### src/design/v2pa_pkg.sv
package v2pa_pkg;

  // Input coordinate width (signed Q7.16 metres)
  localparam int IN_W = 24;

  // Angle formats: table and accumulator carry 24 fraction bits
  localparam int CORDIC_ITERATIONS = 16;
  localparam int ANGLE_FRAC_BITS   = 7;
  localparam int TAB_FRAC          = 24;
  localparam int TAB_LEN           = 32;
  localparam int TAB_IDX_W         = 5;
  localparam int NCELL = (CORDIC_ITERATIONS > TAB_LEN) ? TAB_LEN : CORDIC_ITERATIONS;

  // CORDIC datapath widths: vectors up to about 2^32.5, angle below 2^32
  localparam int CV_W = 36;
  localparam int ZW   = 34;

  // Rounding to the output angle format
  localparam int RND_SHIFT = TAB_FRAC - ANGLE_FRAC_BITS;
  localparam logic signed [ZW-1:0] RND_HALF = ZW'(64'd1 << (RND_SHIFT - 1));
  localparam logic signed [ZW-1:0] QUARTER  = ZW'(64'd90 << TAB_FRAC);
  localparam logic signed [ZW-1:0] LIM180   = ZW'(64'd180 << ANGLE_FRAC_BITS);
  localparam logic signed [ZW-1:0] LIM90    = ZW'(64'd90 << ANGLE_FRAC_BITS);

  // Square root of (x*x + z*z) << 16, one result bit per cell
  localparam int SQ_W     = 2 * IN_W - 1;
  localparam int SUM_W    = 2 * IN_W;
  localparam int RAD_W    = SUM_W + 16;
  localparam int ROOT_W   = RAD_W / 2;
  localparam int REM_W    = ROOT_W + 2;
  localparam int FRONT_DLY = ROOT_W + 2;

  // Output field widths
  localparam int YAW_W   = 16;
  localparam int PITCH_W = 15;
  localparam int ROLL_W  = 16;

  typedef struct packed {
    logic signed [CV_W-1:0] vx;
    logic signed [CV_W-1:0] vy;
    logic signed [ZW-1:0]   z;
  } cordic_vec_t;

  typedef struct packed {
    logic [REM_W-1:0]  rem;
    logic [ROOT_W-1:0] root;
    logic [RAD_W-1:0]  rad;
  } sqrt_vec_t;

  // atan(2^-i) in degrees, 24 fraction bits
  localparam logic [30:0] ATAN_TAB [TAB_LEN] = '{
    31'd754974720, 31'd445687602, 31'd235489088, 31'd119537938,
    31'd60000934,  31'd30029717,  31'd15018523,  31'd7509720,
    31'd3754917,   31'd1877466,   31'd938734,    31'd469367,
    31'd234684,    31'd117342,    31'd58671,     31'd29335,
    31'd14668,     31'd7334,      31'd3667,      31'd1833,
    31'd917,       31'd458,       31'd229,       31'd115,
    31'd57,        31'd29,        31'd14,        31'd7,
    31'd4,         31'd2,         31'd1,         31'd0
  };

  function automatic logic signed [ZW-1:0] atan_entry(input logic [TAB_IDX_W-1:0] idx);
    atan_entry = $signed({{(ZW-31){1'b0}}, ATAN_TAB[idx]});
  endfunction

endpackage

### src/design/v2pa_sqrt_cell.sv
module v2pa_sqrt_cell
  import v2pa_pkg::*;
(
  input  logic      clk,
  input  sqrt_vec_t d,
  output sqrt_vec_t q
);

  logic [REM_W+1:0] rem_sh;
  logic [REM_W+1:0] trial;
  logic             take;
  sqrt_vec_t        q_nxt;
  sqrt_vec_t        q_r;

  // Bring down the next two radicand bits and try the next root bit
  always_comb begin
    rem_sh = {d.rem, d.rad[RAD_W-1 -: 2]};
    trial  = {2'b00, d.root, 2'b01};
    take   = (rem_sh >= trial);
    q_nxt.rad = {d.rad[RAD_W-3:0], 2'b00};
    if (take) begin
      q_nxt.rem  = REM_W'(rem_sh - trial);
      q_nxt.root = {d.root[ROOT_W-2:0], 1'b1};
    end else begin
      q_nxt.rem  = rem_sh[REM_W-1:0];
      q_nxt.root = {d.root[ROOT_W-2:0], 1'b0};
    end
  end

  // Hand the partial root to the next cell
  always_ff @(posedge clk) begin
    q_r <= q_nxt;
  end

  assign q = q_r;

endmodule

### config.mk
export PLATFORM = sky130hd
export DESIGN_NAME = v2pa_sqrt_cell
export DESIGN_NICKNAME = d
export VERILOG_FILES = /design/src/design/v2pa_pkg.sv /design/src/design/v2pa_sqrt_cell.sv
export SDC_FILE = /design/constraint.sdc
export NUM_CORES = 1
export LEC_CHECK = 0
export ABC_CLOCK_PERIOD_IN_PS = 7300
export BUFFER_PORTS_ARGS = -buffer_cell sky130_fd_sc_hd__buf_2
export CAP_MARGIN = 20
export CORE_MARGIN = 8
export CORE_UTILIZATION = 40
export CTS_CLUSTER_SIZE = 25
export DETAILED_ROUTE_END_ITERATION = 10
export PLACE_DENSITY = 0.81
export SLEW_MARGIN = 20
export SYNTH_ARGS = -nofsm -noshare
export SYNTH_HDL_FRONTEND = slang
export SYNTH_SLANG_ARGS = --single-unit
### constraint.sdc
create_clock -name clk -period 7.3 [get_ports clk]
set_clock_uncertainty 0.2 [all_clocks]
set_input_delay 0.73 -clock clk [delete_from_list [all_inputs] [get_ports clk]]
set_output_delay 0.73 -clock clk [all_outputs]
set_load 0.01 [all_outputs]
-- Word level (Yosys, flattened, before mapping)
Cells that the tools add are included.
- bits in registers: 128
- latch bits: 0
- RAM bits: 0
- bits in read-only memories: 0
- bits of input ports: 131
- output and inout bits: 130
- logic and storage cells: 6
- memories kept: 0
- $add $sub $neg: 1
- multiply operators: 0
- divide/modulo/power cells: 0
- magnitude comparators: 1
- equal/unequal tests: 0
- shifts and indexed selects: 0
- muxes and demuxes: 1
- bitwise gates (word level): 0
- reduce and logical (&&, ||, !) cells: 0
- operators by type and width (kind ; number):
    66-bit 2-to-1 mux ; 1
    36-bit by 34-bit >= comparator with 1-bit output ; 1
    34-bit subtractor ; 1

-- Logic depth before layout (Yosys ltp)
- word-level depth: 2
- depth in mapped cells: 13
- gate-level depth less buffers: 10

-- Worst setup path after synthesis
Ideal clock, no wire load.
- path type: input-to-reg
- from: input port d[73] in the netlist's numbering
- to: register q_r, in the netlist q[123]
- setup time: 0.121 ns
- data arrival time: 2.728 ns
- required time: 6.979 ns
- setup slack: 4.250 ns
- cell stages on the path: 10
- buffers on the path: 0
- cell sequence: inv_1 ha_1 a21o_1 a31o_1 a211oi_4 o211ai_2 a21bo_2 mux2i_1 o221ai_1 mux2_4
- RTL lines (item ; line ; RTL):
    start, declared ; v2pa_sqrt_cell.sv:5 ; input sqrt_vec_t d,
    end signal, assigned ; v2pa_sqrt_cell.sv:32 ; q_r <= q_nxt;
    end, declared ; v2pa_sqrt_cell.sv:13 ; sqrt_vec_t q_r;

==> flow_metrics.py <==
metrics = {
    "status": {
        "status": "completed",
    },
    "power_and_ir_drop": {
        "leakagePower_uw": 0.00357,
        "power_density_nw_per_um2": 284,
        "peakVddDrop_mv": 0.105,
    },
    "global_route": {
        "grt_pass1_wl_um": 22300,
        "overflow": 0,
        "antenna_found_initial": 1,
        "grt_pass1_vias": 4456,
        "grt_max_degree": 65,
        "grt_usage_pct": 17.3,
    },
    "synthesis": {
        "synth-edff-count": 0,
        "syn_area_per_cell_um2": 9.93,
        "ys_seq_elements": 128,
        "yosysSeqAreaShare_pct": 50.9,
        "syn_area_um2": 5030,
        "yosysWarnings": 0,
        "synth_top_family_by_area": "compound AO/OA/AOI/OAI gates",
        "synthTopCellsByArea": "dfxtp_1 (51%), ha_1 (8.5%), nand2_1 (4.3%)",
        "synth-xor-area-share_pct": 4.70,
        "synthAdderAreaFrac_pct": 8.45,
        "synthMuxAreaShare_pct": 1.09,
        "synth_compound_area_share_pct": 18.5,
        "synth-simple-area-share_pct": 11.1,
        "async_flop_share_pct": 0,
        "synthMostInstantiatedCell": "dfxtp_1",
        "yosysTopAreaCell": "dfxtp_1",
        "syn_inst": 507,
        "ys_types": 62,
        "ys.flop_type": "dfxtp_1",
        "synth_top_cells_by_count": "dfxtp_1 (128), nand2_1 (58), inv_1 (42)",
        "yosysTopAreaCellShare_pct": 50.9,
    },
    "floorplanning": {
        "die_h_um": 128,
        "dieWidth_um": 128,
        "row_count": 41,
        "dieArea_um2": 16400,
        "ioPinCount": 261,
        "start_util_pct": 40.4,
        "core_area_um2": 12500,
    },
    "cts": {
        "cts_resized": 0,
        "postCtsSetupBuffers": 0,
        "clk_pin_slew_worst_paths_ns": 0.06,
        "hold_buffers": 0,
        "numCtsBuffers": 17,
        "clock_sinks": 128,
        "h-tree-depth": 4,
        "clockRootBuffer": "clkbuf_16",
        "cts_tree": "yes",
        "clockBufferDepth": 2,
    },
    "layout": {
        "largest_register_ffs": 128,
        "area_growth_pct": 40.3,
        "layout.nets": 934,
        "drive_gt1_share_pct": 39.9,
        "antennaDiodeCount": 0,
        "post-route-util_pct": 56.7,
    },
    "timing": {
        "fmax_mhz": 287,
        "hold_viol": 0,
        "fin_crit_ns": 3.48,
        "setup_slack_ns": 3.82,
        "slew_viol_final": 0,
        "post-route-period-util_pct": 47.7,
        "fin_tns_setup_ns": 0,
        "max-slew-margin-rel_pct": 56.4,
        "worst_slew_pin_slew_ns": 0.653,
        "rsz0062_at_grt": "no",
        "setup_viol": 0,
    },
    "route": {
        "drt_first_pass_iters": 6,
        "antenna_left": 0,
        "drt_wl_total_um": 14500,
        "vias": 4485,
        "vias_per_cell": 4.71,
        "drc": 0,
        "wire_per_inst_um": 15.2,
        "drtIter0Drc": 194,
    },
    "min_path": {
        "hp-class": "in2reg",
    },
    "placed_design": {
        "port_buffers": 258,
        "place.gp.congestion": 0.847,
        "dp_hpwl_um": 11900,
        "pre_cts_ws_ns": 3.12,
    },
    "worst_setup_path": {
        "startpoint_type": "input pin",
        "cp.arrival_ns": 3.58,
        "crit_type": "in2reg",
        "cp_max_fo": 64,
        "cp.required_ns": 7.40,
        "end_kind": "register",
    },
    "flow_run": {
        "cap_violations": 0,
    },
}
## power by group
group / total, uW / internal, uW / switching, uW
logic: 367 / 160 / 207
clock network: 858 / 541 / 317
registers: 784 / 769 / 15.2
## path summary, 6_finish.rpt
path  start              to  slack (ns)  depth (start not counted)
max   d[71]  q[123]$_DFF_P_        3.82                         10
min    d[8]   q[10]$_DFF_P_        0.21                          1
## cells by family after synthesis
logic type | after synthesis
compound gates | 133
flops | 128
simple gates | 120
buf+inv | 59
fa+ha+maj | 34
xor+xnor | 27
mux | 5
other cells | 1
## layout by cell type, fill, tap and decap left out, types with 5 or more instances in the layout
cell	instances
buf_2	258
dfxtp_1	128
nand2_1	58
inv_1	42
o21ai_0	41
ha_1	34
a21oi_1	28
a21o_1	19
nor2_1	18
clkbuf_16	17
xnor2_1	14
xor2_1	13
nor3_1	10
nand4_1	6
nand3_1	6
clkinv_4	6
nand2b_1	5
## final cells by class
class / count / area, um2
clock buffer: 17 / 425
clock inverter: 14 / 183
fill: 1104 / 5400
inverter: 43 / 163
multi-input combinational: 321 / 2220
sequential: 128 / 2560
tap: 172 / 215
timing repair buffer: 258 / 1290
## per-stage QoR
stage / std cells / hold slack, ns / area (um2) / power (uW)
2_1_floorplan: 508 / 0.558 / 5040 / 1020
3_3_place_gp: 922 / 0.632 / 6450 / 1160
3_5_place_dp: 922 / 0.634 / 6450 / 1170
4_1_cts: 953 / 0.195 / 7060 / 2030
5_1_grt: 953 / 0.190 / 7060 / 2110
6_report: 953 / 0.211 / 7060 / 2010
## routing by layer
layer	wire (um)	GRT usage (%)	part of all wire (%)
met5	13	0	0.090
met4	183	6.22	1.3
met3	1190	5.87	8.2
met2	7370	30.9	51
met1	5730	18.6	40
## critical path, stage by stage
cell	delay (ns)
buf_2	0.09
inv_1	0.04
ha_1	0.39
a21o_1	0.24
o41ai_2	0.33
o211ai_1	0.26
a211oi_1	0.37
o21a_4	0.61
clkinv_2	0.18
mux2_4	0.33
(Power assumes the default switching activity.)
